===== src/hw/rtl/spb_pkg.sv =====
// Shared types, constants and helper functions of the spatial pixel binning block.
// Used by the channel interfaces, the divider and the top level. No dependencies.
package spb_pkg;

  localparam int MAX_WIDTH    = 4096;
  localparam int HEIGHT_LIMIT = 4096;
  localparam int MAX_BIN      = 16;
  localparam int PIXEL_BITS   = 16;

  localparam int SIZE_BITS  = 13;                      // frame size registers
  localparam int POS_BITS   = $clog2(MAX_WIDTH);       // column, row and line address
  localparam int BIN_BITS   = 5;                       // bin size registers
  localparam int SUB_BITS   = $clog2(MAX_BIN);         // position inside a bin
  localparam int AREA_BITS  = $clog2(MAX_BIN * MAX_BIN) + 1;
  localparam int ACC_BITS   = 24;                      // horizontal and line sums
  localparam int VALUE_BITS = 16;                      // result and max_value width
  localparam int IDX_BITS   = 3;
  localparam int DATA_BITS  = 16;

  localparam int DIV_STEPS    = ACC_BITS;
  localparam int DIV_CNT_BITS = $clog2(DIV_STEPS);

  typedef enum logic [IDX_BITS-1:0] {
    CFG_FRAME_WIDTH  = 3'd0,
    CFG_FRAME_HEIGHT = 3'd1,
    CFG_BIN_WIDTH    = 3'd2,
    CFG_BIN_HEIGHT   = 3'd3,
    CFG_BIN_MODE     = 3'd4,
    CFG_MAX_VALUE    = 3'd5
  } spb_cfg_idx_t;

  typedef enum logic [2:0] {
    MODE_MEAN = 3'd0,
    MODE_SUM  = 3'd1,
    MODE_MIN  = 3'd2,
    MODE_MAX  = 3'd3,
    MODE_SKIP = 3'd4
  } spb_mode_t;

  typedef enum logic [2:0] {
    ST_RUN,
    ST_MEAN,
    ST_CFG,
    ST_DIV_W,
    ST_DIV_H,
    ST_DIV_C,
    ST_DIV_R
  } spb_state_t;

  typedef struct packed {
    logic                 start;
    logic [ACC_BITS-1:0]  num;
    logic [AREA_BITS-1:0] den;
  } spb_div_req_t;

  typedef struct packed {
    logic                 done;
    logic [ACC_BITS-1:0]  quo;
    logic [AREA_BITS-1:0] rem;
  } spb_div_res_t;

  // Frame size limited to 1..limit.
  function automatic logic [SIZE_BITS-1:0] sat_size(input logic [SIZE_BITS-1:0] v,
                                                    input logic [SIZE_BITS-1:0] limit);
    logic [SIZE_BITS-1:0] r;
    if (v == '0) begin
      r = SIZE_BITS'(1);
    end else if (v > limit) begin
      r = limit;
    end else begin
      r = v;
    end
    return r;
  endfunction

  // Bin size limited to 1..MAX_BIN.
  function automatic logic [BIN_BITS-1:0] sat_bin(input logic [BIN_BITS-1:0] v);
    logic [BIN_BITS-1:0] r;
    if (v == '0) begin
      r = BIN_BITS'(1);
    end else if (v > BIN_BITS'(MAX_BIN)) begin
      r = BIN_BITS'(MAX_BIN);
    end else begin
      r = v;
    end
    return r;
  endfunction

  // Combines a running value with a new one; skip keeps the running value.
  function automatic logic [ACC_BITS-1:0] merge(input spb_mode_t mode,
                                                input logic [ACC_BITS-1:0] acc,
                                                input logic [ACC_BITS-1:0] p);
    logic [ACC_BITS-1:0] r;
    unique case (mode)
      MODE_MEAN, MODE_SUM: r = acc + p;
      MODE_MIN:            r = (p < acc) ? p : acc;
      MODE_MAX:            r = (p > acc) ? p : acc;
      default:             r = acc;
    endcase
    return r;
  endfunction

endpackage


===== src/hw/rtl/spb_div.sv =====
// Restoring divider, one quotient bit per cycle, shared by the mean and the size recalculation.
// Depends on spb_pkg for the request and result structs.
module spb_div (
  input  logic                  clk,
  input  logic                  rst_n,
  input  spb_pkg::spb_div_req_t req,
  output spb_pkg::spb_div_res_t res
);

  logic [spb_pkg::ACC_BITS-1:0]     quo_r;
  logic [spb_pkg::AREA_BITS-1:0]    rem_r;
  logic [spb_pkg::AREA_BITS-1:0]    den_r;
  logic [spb_pkg::DIV_CNT_BITS-1:0] cnt_r;
  logic                             busy_r;
  logic                             done_r;

  logic [spb_pkg::AREA_BITS:0]      trial;
  logic                             ge;
  logic [spb_pkg::AREA_BITS-1:0]    rem_nxt;

  always_comb begin
    trial   = {rem_r, quo_r[spb_pkg::ACC_BITS-1]};
    ge      = trial >= {1'b0, den_r};
    rem_nxt = ge ? spb_pkg::AREA_BITS'(trial - {1'b0, den_r})
                 : trial[spb_pkg::AREA_BITS-1:0];
  end

  always_ff @(posedge clk) begin
    if (!rst_n) begin
      busy_r <= 1'b0;
      done_r <= 1'b0;
      cnt_r  <= '0;
    end else if (req.start) begin
      busy_r <= 1'b1;
      done_r <= 1'b0;
      cnt_r  <= '0;
    end else if (busy_r) begin
      cnt_r <= cnt_r + 1'b1;
      if (cnt_r == spb_pkg::DIV_CNT_BITS'(spb_pkg::DIV_STEPS - 1)) begin
        busy_r <= 1'b0;
        done_r <= 1'b1;
      end else begin
        done_r <= 1'b0;
      end
    end else begin
      done_r <= 1'b0;
    end
  end

  always_ff @(posedge clk) begin
    if (req.start) begin
      quo_r <= req.num;
      rem_r <= '0;
      den_r <= req.den;
    end else if (busy_r) begin
      quo_r <= {quo_r[spb_pkg::ACC_BITS-2:0], ge};
      rem_r <= rem_nxt;
    end
  end

  assign res.done = done_r;
  assign res.quo  = quo_r;
  assign res.rem  = rem_r;

endmodule


===== config.mk =====
export PLATFORM = sky130hd
export DESIGN_NAME = spb_div
export DESIGN_NICKNAME = d
export VERILOG_FILES = /design/src/hw/rtl/spb_pkg.sv /design/src/hw/rtl/spb_div.sv
export SDC_FILE = /design/constraint.sdc
export NUM_CORES = 1
export LEC_CHECK = 0
export ABC_AREA = 1
export BUFFER_PORTS_ARGS = -buffer_cell sky130_fd_sc_hd__buf_4
export CORE_MARGIN = 10
export CORE_UTILIZATION = 47
export DETAILED_ROUTE_END_ITERATION = 8
export GPL_TIMING_DRIVEN = 1
export PLACE_DENSITY = 0.76
export SYNTH_ARGS = -nofsm -noshare
export SYNTH_HDL_FRONTEND = slang
export SYNTH_SLANG_ARGS = --single-unit

===== constraint.sdc =====
create_clock -name clk -period 1.6 [get_ports clk]
set_input_delay 0.16 -clock clk [delete_from_list [all_inputs] [get_ports clk]]
set_output_delay 0.16 -clock clk [all_outputs]
set_load 0.01 [all_outputs]

==> results of run 1 <==
[metal layers]
layer | global-route usage | vias up
li1 | - | 1175
met1 | 0.178 | 1039
met2 | 0.235 | 71
met3 | 0.0751 | 6
met4 | 0.0418 | 0
met5 | 0 | -
[layout by cell type, fill, tap and decap left out, types with 2 or more instances in the layout]
master	n
inv_1	37
ha_1	9
nand3_2	9
nor2_2	3
nand4_1	4
nor2_1	8
nand2_1	131
dfxtp_1	16
nor3_1	4
buf_4	97
xnor2_1	4
a21oi_1	7
edfxtp_1	33
nand2_2	5
nand3_1	18
clkbuf_8	5
buf_6	2
inv_2	2
[report_power, final]
group	total [uW]	leakage (uW)	switching [uW]	internal [uW]
combinational	600	0.00135	301	299
sequential	1510	0.000464	53.0	1460
clock	880	0.0000552	416	465
total	2990	0.00186	769	2220
[worst max-delay path: stages (launching register included)]
cell and delay [ns]:
edfxtp_1 0.42, inv_2 0.10, ha_4 0.13, inv_2 0.04, fa_2 0.36, nand4_1 0.12, nand2_2 0.09, nand2_4 0.13
buf_6 0.14, nand3_1 0.07, nand3_1 0.07, nand2_1 0.05
[path summary, 6_finish.rpt]
kind,end,cells after the start
worst min register to register,cnt_r[1]$_SDFFE_PP0P_,2
worst min-delay path,den_r[5]$_DFFE_PP_,1
worst max register to register,rem_r[5]$_SDFFE_PP0P_,11
worst max-delay path,rem_r[5]$_SDFFE_PP0P_,11
[metrics by stage]
step	hold WS [ns]	cell area [sq um]	total power, uW	setup WS, ns
6_report	0.0246	3530	2990	-0.209
3_3_place_gp	0.339	3340	2110	-0.0939
2_1_floorplan	0.259	2570	1820	-0.150
3_5_place_dp	0.340	3340	2120	-0.163
5_1_grt	0.0130	3530	3150	-0.324
4_1_cts	0.0190	3480	3000	-0.137
[flip-flops by register name (all words and copies together) (netlist names)]
signal,flops
cnt_r,5
done_r,1
rem_r,9
busy_r,1
quo_r,24
den_r,9
[repair_timing]
action | in CTS | in global routing
hold buffers | 0 | 0
cloned | 0 | 0
setup endpoints to repair | 10 | 10
pin swaps | 1 | 1
resized for setup | 7 | 8
setup buffers | 1 | 1
[logic make-up (layout without fill, tap and decap cells)]
family                   Yosys count  in the layout  share of synthesized area
AO/OA/AOI/OAI                      9              9                     0.0192
flip-flops                        49             49                      0.515
AND/OR/NAND/NOR                  186            186                      0.307
buffers and inverters             50            148                     0.0845
adder cells (fa/ha/maj)           11             11                     0.0570
XOR/XNOR                           5              5                     0.0172
[area by class of cell]
type,instances,area [sq um],area share
inverter,40,150,0.0425
clock buffer,6,72.6,0.0206
sequential,49,1310,0.371
tap,70,87.6,0.0248
timing repair buffer,100,771,0.218
multi-input combinational,211,1100,0.312
clock inverter,2,35.0,0.00993
==> metrics.txt, run 1 <==
Synth cell types=25; Avg WL per Cell=13.4 microns; register area share after synthesis=0.515; chip height=93.6 microns; routability cong.=0.894; Worst setup SP type=flop; Antenna Cells=0; IO Count=70; ANT nets after route=0; RSZ-0062 raised after global routing=yes; Initial Util=0.493; Netlist Area Pre-Place=2550 sq um; Synth Area per Inst=8.22 sq um; CTS sink cnt=49; Clock Path Buffers=2; critical path arrival=2.01 ns; vias=2291; Worst Skew=0.0118 ns; DRT Pass-1 Iters=4; crit path time final=1.81 ns; Total GRT Usage=0.150; final global-route overflow total=0; final count of hold timing violations=0; Max Cap Viol=0; P&R area growth vs syn=38.6%; Die ar.=8760 sq um; count leader, synth=nand2_1; Power Density=848 nW/um^2; htree depth=2; synth top area cells=edfxtp_1, nand2_1, dfxtp_1, inv_1, nand3_1; setup_tns=-1.87 ns; worst-path maximum fanout=5; NumNets Final=454; hold crit path type=in -> reg; top routing layer in use=met4; Max IR drop VDD=0.546 mV; area leader, netlist=edfxtp_1; WP data required=1.80 ns; CP Capture Type=flop; setup violators final=10; asr flop ratio synth=0; ys flop type=edfxtp_1; Clock Root Buffer=clkbuf_8; largest net degree at the start of global routing=30; WS Path Type=reg -> reg; #FFs+latches synth=49; Rows=26; Post-synth EDFFs=33; Core Box Area=5170 sq um; count of pins over their slew limit=0; Slew headroom=0.684; first-pass GRT wire length=10700 microns; r2r startpoint=quo_r[23]$_DFFE_PP_; Die Wd=93.6 microns; Util after Layout=0.682; DRT iter0 DRCs=125; met3 routed WL=726 microns; Post-Syn Instances=310; routed vias/inst=4.79; Final period util=1.13; Pleak=0.00186 uW; final cell count without fillers=478; Buffers on Ports=69; Routed met2 length=2890 microns; vias in the first global route=2313; Max Fclk=0.553 GHz; Synth Net Count=357; DRT met1 WL=2740 microns; HPWL Detailed=4890 microns; Fillers=429; reg2reg setup slack=-0.21 ns; proportion of layout cells with a drive suffix above 1=0.321; CTS tree=done; initial antenna violation count=0; Post-Route WL=6410 microns; Placed Instances=468; Worst Setup SP=quo_r[23]$_DFFE_PP_; Worst-Margin Slew=0.473 ns; hold wc startpoint=req[5]; Clk pin slew, worst setup/hold paths=0.10 ns; Ys Warns=0; clk_lat worst skew=0.30 ns; setup ws final=-0.209 ns; outcome=complete, but fails checks; most instantiated cells after synthesis=nand2_1, inv_1, edfxtp_1; total CTS buffers=5; drc violations=0; failing checks=setup timing; area share of the leading cell type in the synthesized netlist=0.389
(Power assumes the default switching activity.)
==> inputs of run 2 (changes only) <==
--- a/config.mk
+++ b/config.mk
@@ -13,2 +13,3 @@
 export GPL_TIMING_DRIVEN = 1
+export HOLD_SLACK_MARGIN = 0.1
 export PLACE_DENSITY = 0.76
--- a/constraint.sdc
+++ b/constraint.sdc
@@ -3,2 +3,2 @@
 set_output_delay 0.16 -clock clk [all_outputs]
-set_load 0.01 [all_outputs]
+set_load 0.05 [all_outputs]
==> run 2 against run 1 <==
The run still ends with setup timing left. Die area unchanged. Power increased by 1.4%. Core utilization increased by 0.70 points. Clock skew decreased by 0.0070 ns. Sequential power about the same. Largest cell class unchanged.
==> metrics.txt, run 2 (same netlist as run 1, synthesis figures left out) <==
CTS tree=done; Fillers=428; vias=2321; Final period util=1.12; most frequent cells in the layout=nand2_1, buf_4, inv_1, edfxtp_1, nand3_1; P&R area growth vs syn=40.0%; final global-route overflow total=0; worst-path maximum fanout=3; RSZ-0062 raised after global routing=yes; Pleak=0.00186 uW; chip height=93.6 microns; clk_lat worst skew=0.30 ns; CP max-delay cell=edfxtp_1; Max Fclk=0.558 GHz; Buf/Inv on CP=3; routability cong.=0.865; drc violations=0; Total GRT Usage=0.150; WP data required=1.65 ns; WS Path Type=reg -> reg; failing checks=setup timing; setup_tns=-1.54 ns; CP Cell Sequence=inv_2 > ha_4 > inv_2 > fa_2 > nand4_1 > nand2_2 > nand2_4 > buf_4 > a31oi_2; Antenna Cells=0; Worst setup SP type=flop; htree depth=2; largest net degree at the start of global routing=30; Power Density=851 nW/um^2; count of pins over their slew limit=0; ANT nets after route=0; max reg flops=24; Post-Place Worst Slack=-0.189 ns; vias in the first global route=2337; critical path arrival=1.84 ns; Clock Root Buffer=clkbuf_8; Largest delay share family, worst path=adder cells; Initial Util=0.493; HPWL Detailed=4960 microns; Buffers on Ports=69; post-placement cell area=3320 sq um; DRT Pass-1 Iters=4; total CTS buffers=5; routed vias/inst=4.78; Slew headroom=0.704; hold crit path type=in -> reg; Clk pin slew, worst setup/hold paths=0.09 ns; most used cell, CP=inv_2; Max IR drop VDD=0.494 mV; Worst-Margin Slew=0.443 ns; Die Wd=93.6 microns; CTS sink cnt=49; IO Count=70; NumNets Final=462; outcome=complete, but fails checks; setup violators final=10; crit-path max cell delay=0.41 ns; most common cell after layout, fill and taps aside=nand2_1; CP Capture Type=flop; Util after Layout=0.689; biggest regs=quo_r: 24 flops, den_r: 9 flops, rem_r: 9 flops; Clock Path Buffers=2; Avg WL per Cell=13.1 microns; DRT iter0 DRCs=122; final count of hold timing violations=0; setup ws final=-0.193 ns; Max Cap Viol=0; Core Box Area=5170 sq um; Rows=26; initial antenna violation count=0; crit path time final=1.79 ns; cell area after layout=3570 sq um; proportion of layout cells with a drive suffix above 1=0.298; Worst Skew=0.00481 ns; Die ar.=8760 sq um; largest reg by FF count=quo_r; first-pass GRT wire length=10700 microns; Post-Route WL=6380 microns
-- run 2: changes by cell type in the layout (fill, tap and decap cells not counted), sizes merged --
| cell | change |
|---|---|
| bufinv | -1 |
| clkinv | +1 |
| dlygate4sd3 | +10 |
| buf | -2 |
-- run 2: final timing paths --
kind                    startpoint               endpoint  slack [ns]  depth (start not counted)
max            quo_r[23]$_DFFE_PP_     quo_r[0]$_DFFE_PP_       -0.19                          9
min                        req[31]    quo_r[22]$_DFFE_PP_        0.12                          3
max reg2reg    quo_r[23]$_DFFE_PP_     quo_r[0]$_DFFE_PP_       -0.19                          9
min reg2reg  cnt_r[1]$_SDFFE_PP0P_  cnt_r[1]$_SDFFE_PP0P_        0.50                          2
-- run 2: layout make-up --
class,count,area (sq um),area share
clock buffer,6,72.6,0.0204
clock inverter,2,10.0,0.00281
inverter,40,150,0.0421
multi-input combinational,211,1070,0.301
sequential,49,1310,0.368
tap,70,87.6,0.0246
timing repair buffer,108,861,0.241
-- run 2: metrics by stage --
stage / total power, uW / hold WS, ns / cells
final: 3030 / 0.124 / 486
after global routing: 3180 / 0.127 / 486
after CTS: 3050 / 0.121 / 485
after detailed placement: 2330 / 0.340 / 464
after global placement: 2320 / 0.339 / 464
after floorplan: 2030 / 0.259 / 310
-- run 2: worst min-delay path: cells and delay by family --
family	cells	cell delay (ns)
buffers and inverters	1	0.08
and+or+nand+nor	2	0.09
-- run 2: routing by layer --
metal  GRT usage  up-vias  wire [microns]
met3      0.0695       10             651
met1       0.170     1038            2760
met4      0.0456        0             100
met2       0.245       81            2870
met5           0        -               0
li1            -     1192               -
-- run 2: where the power goes --
group          internal, uW  switching (uW)  leakage, uW
combinational           313             507      0.00135
clock                   304             399    0.0000450
sequential             1460            51.1     0.000464
total                  2080             957      0.00186
-- run 2: timing repair --
action / CTS / global route
hold endpoints to repair: 10 / 0
buffers inserted: 3 / 1
setup endpoints to repair: 10 / 10
resized for setup: 1 / 7
hold buffers: 10 / 0
pin swaps: 2 / 2
